--- config.mk ---
export PLATFORM = sky130hd
export DESIGN_NAME = shaft_sync_clutch_stepper
export DESIGN_NICKNAME = d
export VERILOG_FILES = /design/src/sv/sscs_pkg.sv /design/src/sv/sscs_core.sv /design/src/sv/shaft_sync_clutch_stepper.sv
export SDC_FILE = /design/constraint.sdc
export NUM_CORES = 1
export LEC_CHECK = 0
export ABC_CLOCK_PERIOD_IN_PS = 14000
export BUFFER_PORTS_ARGS = -buffer_cell sky130_fd_sc_hd__buf_2
export CAP_MARGIN = 20
export CELL_PAD_IN_SITES_DETAIL_PLACEMENT = 1
export CELL_PAD_IN_SITES_GLOBAL_PLACEMENT = 1
export CORE_MARGIN = 1.5
export CORE_UTILIZATION = 49
export DETAILED_ROUTE_END_ITERATION = 7
export PLACE_DENSITY_LB_ADDON = 0.1
export SETUP_SLACK_MARGIN = 0.02
export SYNTH_ARGS = -nofsm -noshare
export SYNTH_HDL_FRONTEND = slang
export SYNTH_HIERARCHICAL = 1
export SYNTH_SLANG_ARGS = --single-unit
--- constraint.sdc ---
create_clock -name i_clk -period 14 [get_ports i_clk]
set_clock_uncertainty 0.15 [all_clocks]
set_input_delay 1.4 -clock i_clk [delete_from_list [all_inputs] [get_ports i_clk]]
set_output_delay 1.4 -clock i_clk [all_outputs]
set_load 0.03 [all_outputs]
--- src/sv/sscs_pkg.sv ---
// ============================================================================
// sscs_pkg
// Shared types and constants for the shaft synchronous clutch stepper:
// payload words, command codes, register indexes and register reset values.
// ============================================================================
package sscs_pkg;

    // command codes
    localparam logic [1:0] CMD_MOVE       = 2'd0;
    localparam logic [1:0] CMD_ENGAGE_FWD = 2'd1;
    localparam logic [1:0] CMD_ENGAGE_REV = 2'd2;
    localparam logic [1:0] CMD_DISENGAGE  = 2'd3;

    // configuration register map
    localparam int CFG_IDX_W  = 1;
    localparam int CFG_DATA_W = 24;
    localparam logic [CFG_IDX_W-1:0] REG_STEPS_PER_REV = 1'd0;
    localparam logic [CFG_IDX_W-1:0] REG_LOCK_WINDOW   = 1'd1;

    // register reset values
    localparam logic [23:0] STEPS_PER_REV_RST = 24'd51200;
    localparam logic [15:0] LOCK_WINDOW_RST   = 16'd5120;

    // input word
    typedef struct packed {
        logic [1:0]         command;
        logic signed [15:0] step_amount;
    } t_in_word;

    // result word
    typedef struct packed {
        logic signed [8:0] shaft_movement;
        logic              locked;
        logic [23:0]       output_angle;
    } t_out_word;

endpackage

--- src/sv/sscs_core.sv ---
// ============================================================================
// sscs_core
// Clutch state and single-pass update: input angle wrap, lock test, fraction
// accumulation and whole-step emission. State advances on i_step.
// ============================================================================
module sscs_core
    import sscs_pkg::*;
#(
    parameter int FRAC_BITS  = 8,
    parameter int ANGLE_BITS = 24
) (
    input  logic        i_clk,
    input  logic        i_rst_n,
    input  logic        i_step,
    input  t_in_word    i_word,
    input  logic [23:0] i_steps_per_rev,
    input  logic [15:0] i_lock_window,
    output t_out_word   o_word
);

    // accumulator and angle math widths
    localparam int SUM_W   = (FRAC_BITS + 2 > 18) ? FRAC_BITS + 2 : 18;
    localparam int MOV_W   = SUM_W - FRAC_BITS;
    localparam int BASE_W  = (ANGLE_BITS > 24) ? ANGLE_BITS : 24;
    localparam int V_W     = ((BASE_W > SUM_W) ? BASE_W : SUM_W) + 2;
    localparam int D_W     = ((ANGLE_BITS > 16) ? ANGLE_BITS : 16) + 2;
    localparam int FRAC_W  = FRAC_BITS + 1;

    // one conditional wrap into [0, steps_per_rev)
    function automatic logic [ANGLE_BITS-1:0] wrap_angle(
        input logic [ANGLE_BITS-1:0] angle,
        input logic signed [SUM_W-1:0] delta,
        input logic [23:0] spr
    );
        logic signed [V_W-1:0] v;
        logic signed [V_W-1:0] s;
        v = $signed(V_W'(angle)) + V_W'(delta);
        s = $signed(V_W'(spr));
        if (v >= s) begin
            v = v - s;
        end else if (v < 0) begin
            v = v + s;
        end
        return v[ANGLE_BITS-1:0];
    endfunction

    // unwrapped distance below the lock window
    function automatic logic near_output(
        input logic [ANGLE_BITS-1:0] a,
        input logic [ANGLE_BITS-1:0] b,
        input logic [15:0] lw
    );
        logic signed [D_W-1:0] d;
        d = $signed(D_W'(a)) - $signed(D_W'(b));
        if (d < 0) begin
            d = -d;
        end
        return d < $signed(D_W'(lw));
    endfunction

    logic [ANGLE_BITS-1:0]   r_fwd_angle, n_fwd_angle;
    logic [ANGLE_BITS-1:0]   r_rev_angle, n_rev_angle;
    logic [ANGLE_BITS-1:0]   r_out_angle, n_out_angle;
    logic signed [FRAC_W-1:0] r_frac, n_frac;
    logic r_fwd_eng, n_fwd_eng;
    logic r_fwd_lock, n_fwd_lock;
    logic r_rev_eng, n_rev_eng;
    logic r_rev_lock, n_rev_lock;

    logic signed [SUM_W-1:0] amt_ext;
    logic signed [SUM_W-1:0] add;
    logic signed [SUM_W-1:0] sum;
    logic signed [SUM_W-1:0] shifted;
    logic signed [MOV_W-1:0] quot;
    logic signed [SUM_W-1:0] delta_out;
    logic signed [SUM_W-1:0] rem;
    logic signed [31:0]      mov32;
    logic [31:0]             angle32;

    // next state for the item at hand
    always_comb begin
        n_fwd_angle = r_fwd_angle;
        n_rev_angle = r_rev_angle;
        n_out_angle = r_out_angle;
        n_frac      = r_frac;
        n_fwd_eng   = r_fwd_eng;
        n_fwd_lock  = r_fwd_lock;
        n_rev_eng   = r_rev_eng;
        n_rev_lock  = r_rev_lock;
        amt_ext     = SUM_W'(i_word.step_amount);
        add         = '0;
        sum         = '0;
        shifted     = '0;
        quot        = '0;
        delta_out   = '0;
        rem         = '0;
        case (i_word.command)
            CMD_MOVE: begin
                n_fwd_angle = wrap_angle(r_fwd_angle, amt_ext, i_steps_per_rev);
                n_rev_angle = wrap_angle(r_rev_angle, -amt_ext, i_steps_per_rev);
                // lock test uses new input angle and old output angle
                if (r_fwd_eng) begin
                    if (r_fwd_lock) begin
                        add = amt_ext;
                    end else if (near_output(n_fwd_angle, r_out_angle, i_lock_window)) begin
                        n_fwd_lock = 1'b1;
                    end
                end else if (r_rev_eng) begin
                    if (r_rev_lock) begin
                        add = -amt_ext;
                    end else if (near_output(n_rev_angle, r_out_angle, i_lock_window)) begin
                        n_rev_lock = 1'b1;
                    end
                end
                // whole steps, truncated toward zero
                sum     = SUM_W'(r_frac) + add;
                shifted = sum >>> FRAC_BITS;
                quot    = shifted[MOV_W-1:0];
                if (sum < 0 && sum[FRAC_BITS-1:0] != '0) begin
                    quot = quot + MOV_W'(1);
                end
                delta_out   = SUM_W'(quot) <<< FRAC_BITS;
                rem         = sum - delta_out;
                n_frac      = rem[FRAC_W-1:0];
                n_out_angle = wrap_angle(r_out_angle, delta_out, i_steps_per_rev);
            end
            CMD_ENGAGE_FWD: begin
                n_fwd_eng = 1'b1;
            end
            CMD_ENGAGE_REV: begin
                n_rev_eng = 1'b1;
            end
            CMD_DISENGAGE: begin
                n_fwd_eng  = 1'b0;
                n_fwd_lock = 1'b0;
                n_rev_eng  = 1'b0;
                n_rev_lock = 1'b0;
            end
            default: begin
                n_fwd_eng = r_fwd_eng;
            end
        endcase
    end

    // result word
    always_comb begin
        mov32                 = 32'(quot);
        angle32               = 32'(n_out_angle);
        o_word.shaft_movement = mov32[8:0];
        o_word.output_angle   = angle32[23:0];
        if (n_fwd_eng) begin
            o_word.locked = n_fwd_lock;
        end else if (n_rev_eng) begin
            o_word.locked = n_rev_lock;
        end else begin
            o_word.locked = 1'b0;
        end
    end

    // state registers
    always_ff @(posedge i_clk) begin
        if (!i_rst_n) begin
            r_fwd_angle <= '0;
            r_rev_angle <= '0;
            r_out_angle <= '0;
            r_frac      <= '0;
            r_fwd_eng   <= 1'b0;
            r_fwd_lock  <= 1'b0;
            r_rev_eng   <= 1'b0;
            r_rev_lock  <= 1'b0;
        end else if (i_step) begin
            r_fwd_angle <= n_fwd_angle;
            r_rev_angle <= n_rev_angle;
            r_out_angle <= n_out_angle;
            r_frac      <= n_frac;
            r_fwd_eng   <= n_fwd_eng;
            r_fwd_lock  <= n_fwd_lock;
            r_rev_eng   <= n_rev_eng;
            r_rev_lock  <= n_rev_lock;
        end
    end

    // disengage leaves every clutch flag clear
    a_disengage_clears: assert property (@(posedge i_clk) disable iff (!i_rst_n)
        i_step && i_word.command == CMD_DISENGAGE
        |=> !r_fwd_eng && !r_fwd_lock && !r_rev_eng && !r_rev_lock)
        else $error("clutch flags not cleared by disengage");

    // fraction remainder stays below one whole step
    a_frac_bound: assert property (@(posedge i_clk) disable iff (!i_rst_n)
        (SUM_W'(r_frac) < (SUM_W'(1) <<< FRAC_BITS))
        && (SUM_W'(r_frac) > -(SUM_W'(1) <<< FRAC_BITS)))
        else $error("step fraction out of range");

    // engage and disengage words move nothing
    a_cmd_no_move: assert property (@(posedge i_clk) disable iff (!i_rst_n)
        i_step && i_word.command != CMD_MOVE |-> o_word.shaft_movement == '0)
        else $error("movement on a non-move command");

    // a clutch only locks on a move word
    a_lock_on_move: assert property (@(posedge i_clk) disable iff (!i_rst_n)
        $rose(r_fwd_lock) || $rose(r_rev_lock)
        |-> $past(i_step && i_word.command == CMD_MOVE))
        else $error("lock set outside a move");

endmodule

--- src/sv/shaft_sync_clutch_stepper.sv ---
// ============================================================================
// shaft_sync_clutch_stepper
// Electronic synchronous clutch for a leadscrew: move words turn forward and
// reverse input angles, an engaged clutch locks near the output angle and then
// drives whole output steps from a Q.FRAC_BITS fraction accumulator.
// ============================================================================
//
//  channel  | direction | handshake                    | payload
//  ---------+-----------+------------------------------+-----------------
//  in       | input     | i_in_valid / o_in_ready      | i_in_word
//  out      | output    | o_out_valid / i_out_ready    | o_out_word
//  cfg      | input     | i_cfg_we (no wait)           | i_cfg_index, i_cfg_data
//
//  one word per cycle while the output is not stalled; an accepted word passes
//  the input register, then the state update into the result buffer, before
//  its result is valid
//  the clutch state update is one pass of adds, wraps and one lock compare
//  synchronous active-low reset clears state, registers load reset values
//  a two-entry result buffer absorbs output stalls; o_in_ready comes from flops
//
module shaft_sync_clutch_stepper
    import sscs_pkg::*;
#(
    parameter int FRAC_BITS  = 8,
    parameter int ANGLE_BITS = 24
) (
    input  logic                  i_clk,
    input  logic                  i_rst_n,
    input  logic                  i_in_valid,
    output logic                  o_in_ready,
    input  t_in_word              i_in_word,
    output logic                  o_out_valid,
    input  logic                  i_out_ready,
    output t_out_word             o_out_word,
    input  logic                  i_cfg_we,
    input  logic [CFG_IDX_W-1:0]  i_cfg_index,
    input  logic [CFG_DATA_W-1:0] i_cfg_data
);

    logic [23:0] r_steps_per_rev;
    logic [15:0] r_lock_window;

    logic        r_in_valid;
    t_in_word    r_in_word;
    logic        r_o_valid;
    t_out_word   r_o_word;
    logic        r_s_valid;
    t_out_word   r_s_word;

    logic        adv;
    logic        pop;
    t_out_word   core_word;

    // configuration registers
    always_ff @(posedge i_clk) begin
        if (!i_rst_n) begin
            r_steps_per_rev <= STEPS_PER_REV_RST;
            r_lock_window   <= LOCK_WINDOW_RST;
        end else if (i_cfg_we) begin
            case (i_cfg_index)
                REG_STEPS_PER_REV: r_steps_per_rev <= i_cfg_data[23:0];
                REG_LOCK_WINDOW:   r_lock_window   <= i_cfg_data[15:0];
                default:           r_lock_window   <= r_lock_window;
            endcase
        end
    end

    // handshake control
    assign adv         = r_in_valid && !r_s_valid;
    assign pop         = r_o_valid && i_out_ready;
    assign o_in_ready  = !r_in_valid || !r_s_valid;
    assign o_out_valid = r_o_valid;
    assign o_out_word  = r_o_word;

    // input register
    always_ff @(posedge i_clk) begin
        if (!i_rst_n) begin
            r_in_valid <= 1'b0;
        end else if (o_in_ready) begin
            r_in_valid <= i_in_valid;
        end
    end

    always_ff @(posedge i_clk) begin
        if (i_in_valid && o_in_ready) begin
            r_in_word <= i_in_word;
        end
    end

    // clutch state and update
    sscs_core #(
        .FRAC_BITS  (FRAC_BITS),
        .ANGLE_BITS (ANGLE_BITS)
    ) u_core (
        .i_clk           (i_clk),
        .i_rst_n         (i_rst_n),
        .i_step          (adv),
        .i_word          (r_in_word),
        .i_steps_per_rev (r_steps_per_rev),
        .i_lock_window   (r_lock_window),
        .o_word          (core_word)
    );

    // result buffer valid flags
    always_ff @(posedge i_clk) begin
        if (!i_rst_n) begin
            r_o_valid <= 1'b0;
            r_s_valid <= 1'b0;
        end else if (r_s_valid) begin
            if (pop) begin
                r_s_valid <= 1'b0;
            end
        end else if (adv) begin
            if (!r_o_valid || pop) begin
                r_o_valid <= 1'b1;
            end else begin
                r_s_valid <= 1'b1;
            end
        end else if (pop) begin
            r_o_valid <= 1'b0;
        end
    end

    // result buffer words
    always_ff @(posedge i_clk) begin
        if (r_s_valid) begin
            if (pop) begin
                r_o_word <= r_s_word;
            end
        end else if (adv) begin
            if (!r_o_valid || pop) begin
                r_o_word <= core_word;
            end else begin
                r_s_word <= core_word;
            end
        end
    end

    // skid entry only holds a word behind the head
    a_skid_behind_head: assert property (@(posedge i_clk) disable iff (!i_rst_n)
        r_s_valid |-> r_o_valid)
        else $error("skid word without head word");

    // a word pushed into a full, stalled head lands in the skid
    a_push_to_skid: assert property (@(posedge i_clk) disable iff (!i_rst_n)
        adv && r_o_valid && !pop |=> r_s_valid)
        else $error("result word lost on stall");

    // reset leaves the pipeline empty
    a_reset_empty: assert property (@(posedge i_clk)
        !i_rst_n |=> !r_in_valid && !r_o_valid && !r_s_valid)
        else $error("pipeline not empty after reset");

endmodule

### Word level (Yosys, flattened, before mapping)

Cells that the tools add are included.

* $add $sub $neg: 17
* multiply operators: 0
* div/mod/pow operators: 0
* order comparisons: 11
* equal/unequal tests: 5
* shifts and indexed selects: 0
* muxes and demuxes: 50
* bitwise operators: 3
* reduce and logical (&&, ||, !) cells: 20

Operator list (number)
* 26-bit two-way mux: 9
* 24-bit two-way mux: 9
* 34-bit two-way mux: 4
* 18-bit two-way mux: 5
* 26-bit by 25-bit >= comparator with 1-bit output: 3
* 26-bit by 1-bit < comparator with 1-bit output (second input constant): 3
* 24-bit adder: 3
* 24-bit subtractor: 3
* 25-bit by 18-bit adder with 26-bit output: 2
* 26-bit by 17-bit < comparator with 1-bit output: 2
* 25-bit negator with 26-bit output: 2
* 25-bit by 1-bit < comparator with 1-bit output (second input constant): 2
* 24-bit by 24-bit subtractor with 25-bit output: 2
* 25-bit by 16-bit adder with 26-bit output: 1
* 10-bit two-way mux: 2
* 9-bit by 18-bit adder with 18-bit output: 1
* 18-bit by 1-bit < comparator with 1-bit output (second input constant): 1
* 16-bit negator with 18-bit output: 1
* 1-bit two-way mux: 16
* 10-bit by 2-bit adder with 10-bit output (second input constant): 1
* 9-bit two-way mux: 1
* 3-bit AND reduction: 3
* 9-bit subtractor: 1
* 1-bit case mux with 2 select lines: 4
* 11 further kinds: 25

* register bits: 214
* latch bits: 0
* memory bits (writable): 0
* bits in read-only memories: 0
* word-level logic and storage cells: 127
* memories: 0

### Longest topological paths before layout

* depth in word-level cells: 24
* mapped depth: 58

### Modules after synthesis

Netlist, hierarchy kept.

By module, submodules not included
* sscs_core: instances 1, cells each 2905, area each 20616.0 um^2, seq. area each 1701.6 um^2
* shaft_sync_clutch_stepper: instances 1, cells each 307, area each 4725.8 um^2, seq. area each 3443.3 um^2

### Worst setup path after synthesis

No wires, ideal clock.

* kind: register to register
* start: register r_in_word[1] (netlist bit)
* end: register r_o_word (netlist bit o_out_word[24]), data pin
* arrival time: 10393 ps
* slack: 3327 ps
* cell stages (with the launch flop): 55
* period minus slack after synthesis: 10673 ps
* cell sequence: edfxtp_1 -> inv_1 -> ha_1 -> nand4_1 -> or3_1 -> or3_1 -> nor3_1 -> nand2_1 -> nor2_1 -> nor2_1 -> ha_1 -> and4_1 -> and3_1 -> or4_1 -> and2_1 -> ha_1 -> inv_1 -> nor2_1 -> [19 not listed] -> a31o_2 -> clkbuf_1 -> clkbuf_1 -> a31oi_1 -> xnor2_1 -> ha_1 -> o21a_1 -> o21ai_0 -> a21oi_1 -> o211ai_1 -> a21oi_1 -> o221ai_1 -> o311a_1 -> o21a_1 -> nand4_1 -> o21ai_0 -> a22o_1 -> mux2_2

RTL lines
* start, declared: RTL line shaft_sync_clutch_stepper.sv:44 `t_in_word r_in_word;`
* start signal, assigned: RTL line shaft_sync_clutch_stepper.sv:86 `r_in_word <= i_in_word;`
* end signal, assigned: RTL line shaft_sync_clutch_stepper.sv:128 `r_o_word <= r_s_word;`
* end signal, assigned: RTL line shaft_sync_clutch_stepper.sv:132 `r_o_word <= core_word;`
* end, declared: RTL line shaft_sync_clutch_stepper.sv:46 `t_out_word r_o_word;`

==> metrics.yaml <==
p_leak_nw: 11.6
crit_path_start_kind: "flip-flop"
ys_warn_count: 6
antenna_found_initial: 6
cts_tree: "yes"
fp.dieArea_sq_um: 53100
synth.top_cell.area_share_pct: 15.4
syn_area_sq_um: 25300
grt-ovfl-total: 0
die_x_um: 230
clock_path_buffers: 3
setup_violations: 0
cp_max_fo: 22
maxSlewHeadroom_pct: 20.9
cts.sinks: 214
root_buffer: "clkbuf_16"
worst-slew-pin-transition_ns: 1.19
slowest_stage: "nand2_1"
area_growth_pct: 7.97
syn_nets: 3583
hp-class: "flip-flop to flip-flop"
cts_buffers: 28
portBuffers: 83
final_area_sq_um: 27400
required_ns: 14.33
max_stage_delay_ns: 0.58
maxCapViolCount: 0
place_hpwl_mm: 88.1
grt_usage_pct: 41.3
arrival_ns: 13.10
pin_count: 84
netlist_instances: 3212
wl_mm: 113
postLayoutCoreUtil_pct: 53.4
routed_via_density: 6.82
drive_gt1_share_pct: 8.68
cts_resized: 0
cts_setup_buffers: 0
yosys.area.top_type: "ha_1"
grt_max_degree: 79
vias: 26873
place_area_sq_um: 26400
nNetsFinal: 3610
hold_buffers: 0
power.density_nw_per_um2: 135
place_congestion: 0.996
core-area_sq_um: 51200
synth_ff_type: "dfxtp_1"
ys_seq_area_share_pct: 20.3
cts-htree-levels: 1
min_period_ns: 12.78
ys_types: 100
die_h_um: 230
syn_avg_cell_area_sq_um: 7.89
cts.clk_slew.worst_paths_ns: 0.07
clkLatencyLatePin_ns: 0.60
ys_ff_latch: 214
rows: 83
drv_slew: 0
grt_setup_unrepaired: "false"
final.period_utilization_pct: 91.3
routedWlPerCell_um: 28.8
power.total_mw: 3.68
hold_viol: 0
firstDrtPassIters: 5
route.detailed.drc: 0
irDropWorstVdd_uv: 100
hold_slack_ns: 0.309
fmax_ghz: 0.0783
critPathCaptureType: "flip-flop"
grt_pass1_vias: 27056
ant_nets: 0
drt_iter0_markers: 2297
status: "finished clean"
synth-edff-count: 86
setup_tns_ns: 0
async_flop_share_pct: 0
grt_pass1_wl_mm: 168
start_util_pct: 49.5
setup.worst_path.class: "flip-flop to flip-flop"
ys_top_cells_by_area: "ha_1, edfxtp_1, dfxtp_1"
flip-flops by register name, summed over array words and instances, names as in the netlist:
name                flops
r_lock_window          16
u_core/r_rev_lock       1
u_core/r_frac           9
o_out_valid             1
r_s_word               34
u_core/r_rev_angle     24
r_in_word              18
u_core/r_rev_eng        1
r_in_valid              1
u_core/r_fwd_lock       1
o_out_word             34
r_steps_per_rev        24
u_core/r_fwd_angle     24
u_core/r_out_angle     24
u_core/r_fwd_eng        1
r_s_valid               1
worst max-delay path: cells and delay by family, from the launching register on:
family                   cells  cell delay, ns
AO/OA/AOI/OAI               26            6.38
XOR/XNOR                     3            0.69
adder cells (fa/ha/maj)      5            1.76
buffers and inverters        1            0.10
flip-flops                   1            0.50
multiplexers                 1            0.14
AND/OR/NAND/NOR             11            2.91
per-layer routing:
metal | up-vias | GRT usage [%] | share of wire (%)
met2 | 1282 | 65.9 | 44
met5 | - | 0 | 0.011
met3 | 324 | 9.07 | 8.0
li1 | 11985 | - | -
met1 | 13280 | 51.0 | 41
met4 | 2 | 24.9 | 6.8
cell usage in the layout (no fill, tap or decap), drive strengths merged, types with 21 or more instances in the layout:
cell	instances
ha	311
nor2	295
a21oi	271
nand2	236
inv	203
o21ai	193
xnor2	132
dfxtp	128
buf	125
nor3	87
edfxtp	86
a21o	75
nand3	55
mux2i	50
xor2	50
a31oi	48
nand2b	46
nor2b	46
o21bai	44
mux2	43
o21a	42
and2	42
or3	41
and3	39
clkbuf	38
a22o	35
a211oi	35
o211ai	33
nand4	32
o221ai	26
a221o	25
o31ai	25
a22oi	25
o22ai	24
nor4	21
a221oi	21
metrics by stage:
| stage | setup slack [ns] | cells |
|---|---|---|
| 5_1_grt | 0.399 | 3941 |
| 4_1_cts | 1.40 | 3937 |
| 3_5_place_dp | 1.43 | 3885 |
| 2_1_floorplan | 3.33 | 3212 |
| 6_report | 1.22 | 3943 |
| 3_3_place_gp | 1.92 | 3884 |
synthesized netlist by cell type, types with 42 or more instances:
cell type	n
nor2_1	295
a21oi_1	270
ha_1	311
clkbuf_1	99
a21o_1	75
dfxtp_1	128
mux2i_1	49
xor2_1	50
o21bai_1	44
o21ai_0	185
nand3_1	55
o21a_1	42
nor2b_1	45
nor3_1	84
inv_1	199
nand2b_1	46
edfxtp_1	86
a31oi_1	47
xnor2_1	131
mux2_2	42
nand2_1	236
report_power, final:
group | switching [mW] | internal, mW
Sequential | 0.0279 | 0.675
Combinational | 1.42 | 0.812
Clock | 0.325 | 0.419
Total | 1.78 | 1.91
layout make-up:
cell class / count / area, sq um
clock buffers: 37 / 787
multi-input cells: 2669 / 18900
inverters: 200 / 751
repair buffers: 126 / 772
well taps: 680 / 851
diodes: 2 / 5.00
clock inverters: 15 / 144
flip-flops and latches: 214 / 5150
fillers: 6296 / 23800
cell families (layout without fill, tap and decap cells):
| group | Yosys count | in the layout | share of synthesized area, % |
|---|---|---|---|
| AOI/OAI and AO/OA | 1079 | 1079 | 29.0 |
| muxes | 93 | 93 | 3.92 |
| buffers and inverters | 329 | 378 | 5.24 |
| other | 0 | 2 | 0 |
| DFF | 214 | 214 | 20.3 |
| xor gates and xnor gates | 182 | 182 | 6.32 |
| and+or+nand+nor | 992 | 992 | 18.9 |
| adders and majority gates | 323 | 323 | 16.3 |
worst paths after layout:
path	from	to	slack, ns	cells past startpoint
worst max register to register	r_in_word[1]	o_out_word[24]	1.22	47
worst min-delay path	r_lock_window[8]	r_lock_window[8]	0.31	2
worst min register to register	r_lock_window[8]	r_lock_window[8]	0.31	2
worst max-delay path	r_in_word[1]	o_out_word[24]	1.22	47
Power figures use the tool's default switching activity.
